--- src/rtl/core/dlt_pkg.sv ---
// ---------------------------------------------------------------------------
// Dependency lock tracker package
// Shared codes, sequencer states, status types and a helper function.
// ---------------------------------------------------------------------------
package dlt_pkg;

    // Default sizes handed to the top level's parameters.
    localparam int NUM_STREAMS_DEF = 16;
    localparam int STACK_DEPTH_DEF = 8;

    // Fixed field widths.
    localparam int SID_BITS = 4;
    localparam int DEP_BITS = 3;
    localparam int OP_BITS  = 2;
    localparam int ERR_BITS = 3;
    localparam int CNT_BITS = 4;
    localparam int NUM_DEPS = 4;

    localparam logic [CNT_BITS-1:0] HOLD_MAX = 4'd15;

    // Lock operations.
    localparam logic [OP_BITS-1:0] OP_NONE   = 2'd0;
    localparam logic [OP_BITS-1:0] OP_LOCK   = 2'd1;
    localparam logic [OP_BITS-1:0] OP_UNLOCK = 2'd2;
    localparam logic [OP_BITS-1:0] OP_BAD    = 2'd3;

    // Dependencies, in lock order.
    localparam logic [DEP_BITS-1:0] DEP_NONE   = 3'd0;
    localparam logic [DEP_BITS-1:0] DEP_BRANCH = 3'd1;
    localparam logic [DEP_BITS-1:0] DEP_M0     = 3'd2;
    localparam logic [DEP_BITS-1:0] DEP_VCC    = 3'd3;
    localparam logic [DEP_BITS-1:0] DEP_SCC    = 3'd4;

    // Error codes.
    localparam logic [ERR_BITS-1:0] ERR_OK       = 3'd0;
    localparam logic [ERR_BITS-1:0] ERR_ORDER    = 3'd1;
    localparam logic [ERR_BITS-1:0] ERR_RELOCK   = 3'd2;
    localparam logic [ERR_BITS-1:0] ERR_EMPTY    = 3'd3;
    localparam logic [ERR_BITS-1:0] ERR_NOT_LIFO = 3'd4;
    localparam logic [ERR_BITS-1:0] ERR_OVERFLOW = 3'd5;
    localparam logic [ERR_BITS-1:0] ERR_BAD_CODE = 3'd6;

    typedef enum logic [2:0] {
        S_IDLE,
        S_TOP,
        S_RD2,
        S_SCAN,
        S_DONE
    } t_state;

    typedef struct packed {
        logic done;
        logic grant;
    } t_scan_stat;

    // Branch and SCC locks cannot be preempted.
    function automatic logic non_preemptible(input logic [DEP_BITS-1:0] d);
        return (d == DEP_BRANCH) || (d == DEP_SCC);
    endfunction

endpackage

--- src/rtl/core/dlt_stack_mem.sv ---
// ---------------------------------------------------------------------------
// Lock stack memory
// One write port and one registered read port holding every stream's stack.
// ---------------------------------------------------------------------------
module dlt_stack_mem #(
    parameter int ADDR_W = 7,
    parameter int DATA_W = 3
) (
    input  logic              i_clk,
    input  logic              i_wr_en,
    input  logic [ADDR_W-1:0] i_wr_addr,
    input  logic [DATA_W-1:0] i_wr_data,
    input  logic [ADDR_W-1:0] i_rd_addr,
    output logic [DATA_W-1:0] o_rd_data
);
    logic [DATA_W-1:0] r_mem [2**ADDR_W];
    logic [DATA_W-1:0] r_rd_data;

    always_ff @(posedge i_clk) begin
        if (i_wr_en) begin
            r_mem[i_wr_addr] <= i_wr_data;
        end
        r_rd_data <= r_mem[i_rd_addr];
    end

    assign o_rd_data = r_rd_data;

endmodule

--- src/rtl/core/dlt_scan_unit.sv ---
// ---------------------------------------------------------------------------
// Exclusive-issue rescan unit
// Walks dependency levels downward one per cycle while they are held and preemptible.
// ---------------------------------------------------------------------------
module dlt_scan_unit (
    input  logic                           i_clk,
    input  logic                           i_load,
    input  logic [dlt_pkg::DEP_BITS-1:0]   i_load_dep,
    input  logic                           i_step,
    input  logic [dlt_pkg::NUM_DEPS-1:0]   i_held,
    output dlt_pkg::t_scan_stat            o_stat
);
    import dlt_pkg::*;

    logic [DEP_BITS-1:0] r_lvl;
    logic [DEP_BITS-1:0] n_lvl;
    logic [1:0]          lvl_idx;
    logic                live;

    assign lvl_idx = 2'(r_lvl - 3'd1);
    assign live    = (r_lvl != DEP_NONE) && (r_lvl <= DEP_SCC) && i_held[lvl_idx];

    // The walk ends at the first level that is free, or at a held level that
    // cannot be preempted, which grants exclusive issue.
    assign o_stat.grant = live && non_preemptible(r_lvl);
    assign o_stat.done  = !live || non_preemptible(r_lvl);

    always_comb begin
        n_lvl = r_lvl;
        if (i_load) begin
            n_lvl = i_load_dep;
        end else if (i_step && !o_stat.done) begin
            n_lvl = r_lvl - 3'd1;
        end
    end

    always_ff @(posedge i_clk) begin
        r_lvl <= n_lvl;
    end

endmodule

--- src/rtl/core/dependency_lock_tracker_top.sv ---
// ---------------------------------------------------------------------------
// Dependency lock tracker
// Checks and commits ordered dependency locks for instruction streams.
// ---------------------------------------------------------------------------
//  Channel  Direction  Handshake            Word
//  input    in         i_valid / o_stall    mode, stream_id, lock_op, dependency
//  output   out        o_valid / i_stall    blocked, error, exclusive_held,
//                                           exclusive_stream, stack_depth,
//                                           top_dependency
//
// An item passes through S_IDLE, which accepts it, S_TOP, which evaluates it
// with the stream's top lock read from the stack memory, and S_DONE, which
// loads the output register. A committed unlock adds S_RD2, which reads the
// new top lock, and S_SCAN, in which the rescan unit walks the lower levels.
// The stack memory's single read port and the rescan unit set this
// sequence.
// Reset is synchronous and active low; it clears the stack levels, hold
// counts and exclusive-issue state at once, with no clearing pass.
// A stalled result waits in the output register; the next word may be
// accepted meanwhile, and its result waits until the register is free.
// ---------------------------------------------------------------------------
module dependency_lock_tracker_top #(
    parameter int NUM_STREAMS = dlt_pkg::NUM_STREAMS_DEF,
    parameter int STACK_DEPTH = dlt_pkg::STACK_DEPTH_DEF
) (
    input  logic                          i_clk,
    input  logic                          i_rst_n,
    // Input channel
    input  logic                          i_valid,
    output logic                          o_stall,
    input  logic                          i_mode,
    input  logic [dlt_pkg::SID_BITS-1:0]  i_stream_id,
    input  logic [dlt_pkg::OP_BITS-1:0]   i_lock_op,
    input  logic [dlt_pkg::DEP_BITS-1:0]  i_dependency,
    // Output channel
    output logic                          o_valid,
    input  logic                          i_stall,
    output logic                          o_blocked,
    output logic [dlt_pkg::ERR_BITS-1:0]  o_error,
    output logic                          o_exclusive_held,
    output logic [dlt_pkg::SID_BITS-1:0]  o_exclusive_stream,
    output logic [dlt_pkg::CNT_BITS-1:0]  o_stack_depth,
    output logic [dlt_pkg::DEP_BITS-1:0]  o_top_dependency
);
    import dlt_pkg::*;

    // Only streams that the 4-bit stream number can reach need storage.
    localparam int NS_EFF  = (NUM_STREAMS > (1 << SID_BITS)) ? (1 << SID_BITS) : NUM_STREAMS;
    localparam int SID_W   = (NS_EFF > 1) ? $clog2(NS_EFF) : 1;
    localparam int SLOT_W  = (STACK_DEPTH > 1) ? $clog2(STACK_DEPTH) : 1;
    localparam int LV_W    = $clog2(STACK_DEPTH + 1);
    localparam int ADDR_W  = SID_W + SLOT_W;
    localparam int LV_ENT  = 1 << SID_W;
    localparam int DEPTH_W = (LV_W > CNT_BITS) ? LV_W : CNT_BITS;

    // Sequencer
    t_state r_state;
    t_state n_state;

    // Latched input word
    logic                r_mode;
    logic [SID_BITS-1:0] r_stream;
    logic [OP_BITS-1:0]  r_op;
    logic [DEP_BITS-1:0] r_dep;

    // Tracker state
    logic [LV_W-1:0]     r_levels [LV_ENT];
    logic [CNT_BITS-1:0] r_hold   [NUM_DEPS];
    logic [SID_BITS-1:0] r_owner  [NUM_DEPS];
    logic                r_excl_valid;
    logic [SID_BITS-1:0] r_excl_owner;

    // Per-item results
    logic                r_blocked;
    logic [ERR_BITS-1:0] r_err;
    logic [DEP_BITS-1:0] r_new_top;

    // Output register
    logic                r_o_valid;
    logic                r_o_blocked;
    logic [ERR_BITS-1:0] r_o_error;
    logic                r_o_excl;
    logic [SID_BITS-1:0] r_o_excl_sid;
    logic [CNT_BITS-1:0] r_o_depth;
    logic [DEP_BITS-1:0] r_o_top;

    // Stack memory interface
    logic                mem_wr_en;
    logic [ADDR_W-1:0]   mem_wr_addr;
    logic [ADDR_W-1:0]   mem_rd_addr;
    logic [DEP_BITS-1:0] mem_rd_data;

    // Rescan unit interface
    logic                scan_load;
    logic                scan_step;
    logic [DEP_BITS-1:0] scan_load_dep;
    logic [NUM_DEPS-1:0] held_vec;
    t_scan_stat          scan_stat;

    // Decoded working values
    logic                accept;
    logic                in_stall;
    logic                slot_free;
    logic                out_load;
    logic [SID_W-1:0]    in_sidx;
    logic [LV_W-1:0]     in_lv;
    logic [LV_W-1:0]     in_lv_m1;
    logic [SID_W-1:0]    cur_sidx;
    logic                cur_good;
    logic [LV_W-1:0]     cur_lv;
    logic [LV_W-1:0]     cur_lv_m1;
    logic [LV_W-1:0]     cur_lv_m2;
    logic [LV_W-1:0]     cur_lv_p1;
    logic [DEP_BITS-1:0] cur_top;
    logic [1:0]          dep_idx;
    logic [1:0]          top_idx;
    logic [CNT_BITS-1:0] dep_h;
    logic [SID_BITS-1:0] dep_own;
    logic [CNT_BITS-1:0] top_h;
    logic [SID_BITS-1:0] top_own;
    logic                ev_blocked;
    logic [ERR_BITS-1:0] ev_err;
    logic                commit_lock;
    logic                commit_unlock;
    logic [DEPTH_W-1:0]  depth_ext;

    // ------------------------------------------------------------------
    // Submodules
    // ------------------------------------------------------------------
    dlt_stack_mem #(
        .ADDR_W (ADDR_W),
        .DATA_W (DEP_BITS)
    ) u_mem (
        .i_clk     (i_clk),
        .i_wr_en   (mem_wr_en),
        .i_wr_addr (mem_wr_addr),
        .i_wr_data (r_dep),
        .i_rd_addr (mem_rd_addr),
        .o_rd_data (mem_rd_data)
    );

    dlt_scan_unit u_scan (
        .i_clk      (i_clk),
        .i_load     (scan_load),
        .i_load_dep (scan_load_dep),
        .i_step     (scan_step),
        .i_held     (held_vec),
        .o_stat     (scan_stat)
    );

    // ------------------------------------------------------------------
    // Address and index arithmetic
    // ------------------------------------------------------------------
    assign in_sidx   = i_stream_id[SID_W-1:0];
    assign in_lv     = r_levels[in_sidx];
    assign in_lv_m1  = in_lv - LV_W'(1);

    assign cur_sidx  = r_stream[SID_W-1:0];
    assign cur_good  = 32'(r_stream) < NUM_STREAMS;
    assign cur_lv    = r_levels[cur_sidx];
    assign cur_lv_m1 = cur_lv - LV_W'(1);
    assign cur_lv_m2 = cur_lv - LV_W'(2);
    assign cur_lv_p1 = cur_lv + LV_W'(1);

    // An empty stack has no top lock; the memory word is then ignored.
    assign cur_top   = (cur_lv == '0) ? DEP_NONE : mem_rd_data;

    assign dep_idx   = 2'(r_dep - 3'd1);
    assign top_idx   = 2'(cur_top - 3'd1);
    assign dep_h     = r_hold[dep_idx];
    assign dep_own   = r_owner[dep_idx];
    assign top_h     = r_hold[top_idx];
    assign top_own   = r_owner[top_idx];

    assign mem_wr_addr = {cur_sidx, cur_lv[SLOT_W-1:0]};

    always_comb begin
        for (int i = 0; i < NUM_DEPS; i++) begin
            held_vec[i] = (r_hold[i] != '0);
        end
    end

    // ------------------------------------------------------------------
    // Item evaluation, valid while the sequencer is in S_TOP
    // ------------------------------------------------------------------
    always_comb begin
        ev_err        = ERR_OK;
        ev_blocked    = 1'b0;
        commit_lock   = 1'b0;
        commit_unlock = 1'b0;
        if (!cur_good || (r_op == OP_BAD) || (r_dep > DEP_SCC) ||
            ((r_op == OP_LOCK) && (r_dep == DEP_NONE))) begin
            ev_err = ERR_BAD_CODE;
        end else begin
            // Ordering is checked first; blocking applies only to items that
            // are in order.
            if ((r_dep != DEP_NONE) && (cur_top > r_dep)) begin
                ev_err = ERR_ORDER;
            end else if (r_excl_valid) begin
                ev_blocked = (r_excl_owner != r_stream);
            end else if ((r_op == OP_LOCK) && (dep_h != '0)) begin
                ev_blocked = (dep_own != r_stream);
            end

            if ((ev_err == ERR_OK) && !ev_blocked) begin
                if (r_op == OP_LOCK) begin
                    // A held dependency may only be stacked again by its owner
                    // while it is that stream's top lock.
                    if ((dep_h != '0) && ((cur_top != r_dep) || (dep_own != r_stream))) begin
                        ev_err = ERR_RELOCK;
                    end else if ((cur_lv >= LV_W'(STACK_DEPTH)) || (dep_h >= HOLD_MAX)) begin
                        ev_err = ERR_OVERFLOW;
                    end else begin
                        commit_lock = r_mode;
                    end
                end else if (r_op == OP_UNLOCK) begin
                    if (cur_lv == '0) begin
                        ev_err = ERR_EMPTY;
                    end else if ((r_dep != DEP_NONE) && (r_dep != cur_top)) begin
                        ev_err = ERR_NOT_LIFO;
                    end else if ((cur_top == DEP_NONE) || (cur_top > DEP_SCC) ||
                                 (top_h == '0) || (top_own != r_stream)) begin
                        ev_err = ERR_NOT_LIFO;
                    end else begin
                        commit_unlock = r_mode;
                    end
                end
            end
        end
    end

    // ------------------------------------------------------------------
    // Sequencer: next state
    // ------------------------------------------------------------------
    assign slot_free = !r_o_valid || !i_stall;

    always_comb begin
        n_state = r_state;
        unique case (r_state)
            S_IDLE: begin
                if (i_valid) begin
                    n_state = S_TOP;
                end
            end
            S_TOP: begin
                n_state = commit_unlock ? S_RD2 : S_DONE;
            end
            S_RD2: begin
                n_state = S_SCAN;
            end
            S_SCAN: begin
                if (scan_stat.done) begin
                    n_state = S_DONE;
                end
            end
            S_DONE: begin
                if (slot_free) begin
                    n_state = S_IDLE;
                end
            end
            default: begin
                n_state = S_IDLE;
            end
        endcase
    end

    // ------------------------------------------------------------------
    // Sequencer: outputs
    // ------------------------------------------------------------------
    always_comb begin
        in_stall      = 1'b1;
        mem_wr_en     = 1'b0;
        mem_rd_addr   = {in_sidx, in_lv_m1[SLOT_W-1:0]};
        scan_load     = 1'b0;
        scan_step     = 1'b0;
        out_load      = 1'b0;
        unique case (r_state)
            S_IDLE: begin
                in_stall = 1'b0;
            end
            S_TOP: begin
                // Fetch the top lock left after a possible unlock.
                mem_rd_addr = {cur_sidx, cur_lv_m2[SLOT_W-1:0]};
                mem_wr_en   = commit_lock;
            end
            S_RD2: begin
                scan_load = 1'b1;
            end
            S_SCAN: begin
                scan_step = 1'b1;
            end
            S_DONE: begin
                out_load = slot_free;
            end
            default: begin
                in_stall = 1'b1;
            end
        endcase
    end

    assign accept        = i_valid && !in_stall;
    assign scan_load_dep = (cur_lv == '0) ? DEP_NONE : mem_rd_data;

    // ------------------------------------------------------------------
    // Control registers
    // ------------------------------------------------------------------
    always_ff @(posedge i_clk) begin
        if (!i_rst_n) begin
            r_state      <= S_IDLE;
            r_excl_valid <= 1'b0;
            r_excl_owner <= '0;
            r_o_valid    <= 1'b0;
            for (int i = 0; i < LV_ENT; i++) begin
                r_levels[i] <= '0;
            end
            for (int i = 0; i < NUM_DEPS; i++) begin
                r_hold[i] <= '0;
            end
        end else begin
            r_state <= n_state;

            if ((r_state == S_TOP) && commit_lock) begin
                r_levels[cur_sidx] <= cur_lv_p1;
                r_hold[dep_idx]    <= dep_h + CNT_BITS'(1);
                if (non_preemptible(r_dep)) begin
                    r_excl_valid <= 1'b1;
                    r_excl_owner <= r_stream;
                end
            end

            if ((r_state == S_TOP) && commit_unlock) begin
                r_levels[cur_sidx] <= cur_lv_m1;
                r_hold[top_idx]    <= top_h - CNT_BITS'(1);
                r_excl_valid       <= 1'b0;
                r_excl_owner       <= '0;
            end

            // The rescan grants exclusive issue back to the unlocking stream
            // when a lower held level cannot be preempted.
            if ((r_state == S_SCAN) && scan_stat.grant) begin
                r_excl_valid <= 1'b1;
                r_excl_owner <= r_stream;
            end

            if (out_load) begin
                r_o_valid <= 1'b1;
            end else if (!i_stall) begin
                r_o_valid <= 1'b0;
            end
        end
    end

    // ------------------------------------------------------------------
    // Payload registers
    // ------------------------------------------------------------------
    assign depth_ext = DEPTH_W'(cur_lv);

    always_ff @(posedge i_clk) begin
        if (accept) begin
            r_mode   <= i_mode;
            r_stream <= i_stream_id;
            r_op     <= i_lock_op;
            r_dep    <= i_dependency;
        end

        if ((r_state == S_TOP) && commit_lock) begin
            r_owner[dep_idx] <= r_stream;
        end

        if (r_state == S_TOP) begin
            r_blocked <= ev_blocked;
            r_err     <= ev_err;
            r_new_top <= commit_lock ? r_dep : cur_top;
        end

        if (r_state == S_RD2) begin
            r_new_top <= scan_load_dep;
        end

        if (out_load) begin
            r_o_blocked  <= r_blocked;
            r_o_error    <= r_err;
            r_o_excl     <= r_excl_valid;
            r_o_excl_sid <= r_excl_valid ? r_excl_owner : '0;
            r_o_depth    <= cur_good ? depth_ext[CNT_BITS-1:0] : '0;
            r_o_top      <= cur_good ? r_new_top : DEP_NONE;
        end
    end

    // ------------------------------------------------------------------
    // Ports
    // ------------------------------------------------------------------
    assign o_stall            = in_stall;
    assign o_valid            = r_o_valid;
    assign o_blocked          = r_o_blocked;
    assign o_error            = r_o_error;
    assign o_exclusive_held   = r_o_excl;
    assign o_exclusive_stream = r_o_excl_sid;
    assign o_stack_depth      = r_o_depth;
    assign o_top_dependency   = r_o_top;

endmodule

--- config.mk ---
export PLATFORM = sky130hd
export DESIGN_NAME = dependency_lock_tracker_top
export DESIGN_NICKNAME = d
export VERILOG_FILES = /design/src/rtl/core/dlt_pkg.sv /design/src/rtl/core/dlt_stack_mem.sv /design/src/rtl/core/dlt_scan_unit.sv /design/src/rtl/core/dependency_lock_tracker_top.sv
export SDC_FILE = /design/constraint.sdc
export NUM_CORES = 1
export LEC_CHECK = 0
export BUFFER_PORTS_ARGS = -buffer_cell sky130_fd_sc_hd__buf_2
export CAP_MARGIN = 10
export CELL_PAD_IN_SITES_DETAIL_PLACEMENT = 1
export CELL_PAD_IN_SITES_GLOBAL_PLACEMENT = 2
export CORE_MARGIN = 2
export CORE_UTILIZATION = 46
export DETAILED_ROUTE_END_ITERATION = 12
export GPL_ROUTABILITY_DRIVEN = 0
export PLACE_DENSITY = 0.78
export SYNTH_ARGS = -nofsm -noshare
export SYNTH_HDL_FRONTEND = slang
export SYNTH_SLANG_ARGS = --single-unit
--- constraint.sdc ---
create_clock -name i_clk -period 8.83 [get_ports i_clk]
set_input_delay 1.766 -clock i_clk [delete_from_list [all_inputs] [get_ports i_clk]]
set_output_delay 1.766 -clock i_clk [all_outputs]
set_load 0.01 [all_outputs]
==> flow_summary.yaml <==
detailed_routing:
  vias_per_cell: 5.983
  wirelength_um: 66320
  first_pass_iters: 7
  wl_per_cell_um: 26.68
  vias: 14870
  drt_iter0_drc: 1264
  drcViolationCount: 0
  drtAntennaViolNets: 0
final_layout:
  area_growth_pct: 10.49
  layoutNonFillerInstCount: 2486
  antenna_cells: 0
  drive_above_1_share_pct: 14.23
  nets: 1792
floorplanning:
  die_area_um2: 53720
  core_area_um2: 51300
  die-height_um: 231.8
  core.rowCount: 83
  initial_core_util_pct: 46.52
  die_w_um: 231.8
  ios: 32
clocking:
  ctsResizeCount: 0
  cts_root_buf: "clkbuf_16"
  hold_buffers: 0
  tritoncts: "done"
  clkTransAtPathRegs_ns: 0.06
  post_cts_buffers: 0
  numClockSinks: 532
  cts.path.max_buffers: 3
  cts_max_level: 2
  insertion_delay_ns: 0.62
  cts_made_buffers: 57
sta:
  max_slew_margin_pct: 19.36
  skew_ns: 0.02095
  period_share_pct: 74.10
  setup_tns_ns: 0
  rsz0062_at_grt: "no"
  finalCriticalPeriod_ns: 6.543
  slew_viol_final: 0
  fmax_ghz: 0.1528
  setup_viol: 0
  hold_violations: 0
  worstMarginPinSlew_ns: 1.210
placement:
  numPortBuffers: 31
  dp_hpwl_um: 42380
  dp.cells: 2379
status:
  status: "complete, no violations"
synth:
  synth_nets: 1791
  yosys_most_used_dff: "edfxtp_1"
  async_reset_ff_share_pct: 0
  ys_seq_elements: 532
  synth_area_per_cell_um2: 13.58
  synth_cell_types: 77
  yosys-top-cells-area: "edfxtp_1, mux2i_1, mux4_2, nor2_1, nand2_1"
  yosysTopAreaCell: "edfxtp_1"
  synth-edff-count: 516
  yosysSeqAreaShare_pct: 66.26
  netlist_area_um2: 23870
  netlist_instances: 1757
  yosysWarningCount: 0
  synth_top_area_share_pct: 64.92
power:
  peakVddDrop_v: 0.0001685
  clkPwrFrac_pct: 37.7
  power_density_nw_per_um2: 231.2
  p_leak_nw: 8.823
  p_sw_mw: 1.658
  pwr-share-comb_pct: 15.3
  pwr-share-seq_pct: 47.1
  p_int_mw: 4.438
  switching_share_pct: 27.19
setup_path:
  required_ns: 9.11
  r2r_cells: 15
  crit_fanout: 17
  start_kind: "flip-flop"
  crit_type: "flip-flop to flip-flop"
  crit_path_end_kind: "flip-flop"
  arrival_ns: 6.82
global_route:
  grt_max_degree: 110
  antenna_found_initial: 0
  grt_usage_pct: 25.00
  grt_pass1_vias: 15460
  overflow: 0
  grt_pass1_wl_um: 99880
min_path:
  hold_path_depth: 0
  hold_path_class: "flip-flop to flip-flop"
  hold_path_startpoint: "r_err[2]"
run:
  drv_cap: 0
==> synthesized netlist by cell type, types with 6 or more instances <==
master and n:
o211ai_1 7, nor2b_1 10, xnor2_1 10, buf_2 29
buf_4 10, mux2_2 30, a22o_1 7, inv_1 25
and3_1 10, nand2_1 167, dfxtp_1 16, nor3_1 42
o21ai_0 49, a311oi_1 11, and2_1 12, nand4_1 16
o21ai_1 27, nor4_1 7, a22oi_1 15, mux4_2 51
nor3_2 10, a21oi_1 36, xor2_1 10, edfxtp_1 516
a31oi_1 13, clkbuf_1 70, ha_1 20, nor2_1 221
buf_6 6, nand3_1 90, mux2i_1 117
==> layout by cell type (no fill, tap or decap), drive strengths merged, types with 5 or more instances in the layout <==
master,instances
or3b,5
mux4,51
xor2,10
nand4,16
inv,28
a22o,7
a211oi,6
and2,12
nor3,53
a311oi,11
nand3,92
nor2b,10
dfxtp,16
nand2,167
a22oi,15
a31oi,13
o21ai,77
nand2b,5
xnor2,11
mux2,34
and3,10
clkbuf,65
buf,62
or2,5
mux2i,117
edfxtp,516
clkinv,33
a21oi,36
o22ai,6
o211ai,7
nor4,7
nor2,223
ha,20
==> cell families (layout without fill, tap and decap cells) <==
kind of cell               after synthesis  after routing  synth area share, %
adders and majority gates               20             20                1.048
AOI/OAI and AO/OA                      215            215                5.850
buffers and inverters                  146            195                2.794
xor gates and xnor gates                21             21               0.8020
DFF                                    532            532                66.26
muxes                                  202            202                11.32
and+or+nand+nor                        621            621                11.92
==> per-stage QoR <==
| step | instance area, um^2 | util, % | power [mW] | worst slack [ns] | hold slack, ns |
|---|---|---|---|---|---|
| after floorplan | 23870 | - | 3.561 | 2.500 | 0.4003 |
| after global placement | 24600 | 47.94 | 3.828 | 1.974 | 0.4032 |
| after detailed placement | 24600 | 47.94 | 3.844 | 1.868 | 0.4071 |
| after CTS | 26370 | 51.40 | 6.130 | 2.290 | 0.4207 |
| after global routing | 26370 | 51.40 | 6.289 | 1.844 | 0.4394 |
| final | 26370 | 51.40 | 6.096 | 2.287 | 0.4225 |
==> power by group through the flow <==
stage | clock network, mW | logic (mW) | registers [mW]
2_1_floorplan | 0 | 0.672 | 2.89
3_3_place_gp | 0 | 0.906 | 2.92
3_5_place_dp | 0 | 0.924 | 2.92
4_1_cts | 2.33 | 0.928 | 2.87
5_1_grt | 2.42 | 1.00 | 2.87
6_report | 2.30 | 0.931 | 2.87
==> critical path, cell delays in order, from the launching register on <==
cell	delay [ns]
dfxtp_1	0.88
mux4_2	0.59
mux2_2	0.32
a311oi_1	0.32
o21ai_2	0.30
and2_1	0.31
ha_1	0.31
nor2b_1	0.13
o21ai_0	0.14
a21oi_1	0.15
a211oi_2	0.24
and3_1	0.31
nand4_1	0.41
nor3_1	0.50
nand2_1	0.76
nor2_1	0.51
==> area by class of cell <==
type	count	area (um^2)
inverters	26	97.59
flip-flops and latches	532	15820
clock buffers	65	1456
clock inverters	42	319.1
well taps	680	850.8
multi-input cells	1079	7420
fillers	5038	24930
repair buffers	62	412.9
==> registers in the layout, summed over array words and instances (netlist names), 2 cells and up, named ones only <==
| signal | count |
|---|---|
| cur_sidx | 4 |
| o_error | 3 |
| o_exclusive_stream | 4 |
| o_stack_depth | 4 |
| o_top_dependency | 3 |
| r_dep | 3 |
| r_err | 3 |
| r_excl_owner | 4 |
| r_hold | 16 |
| r_levels | 64 |
| r_new_top | 3 |
| r_op | 2 |
| r_owner | 16 |
| r_state | 3 |
| u_mem.o_rd_data | 3 |
| u_mem.r_mem | 384 |
| u_scan.r_lvl | 3 |
==> metal layers <==
metal | wire length [um] | vias to the layer above | GRT usage, %
met4 | 1494 | 0 | 7.051
li1 | - | 6651 | -
met5 | 0 | - | 0
met3 | 3519 | 86 | 3.094
met1 | 30020 | 7685 | 36.01
met2 | 31290 | 451 | 40.10
==> path summary, 6_finish.rpt <==
path,end,slack [ns]
setup / recovery,u_mem.r_mem[75][2],2.29
hold / removal,o_error[2],0.42
setup reg to reg,u_mem.r_mem[75][2],2.29
hold reg to reg,o_error[2],0.42
No activity file was read; power rests on OpenSTA's default activity.
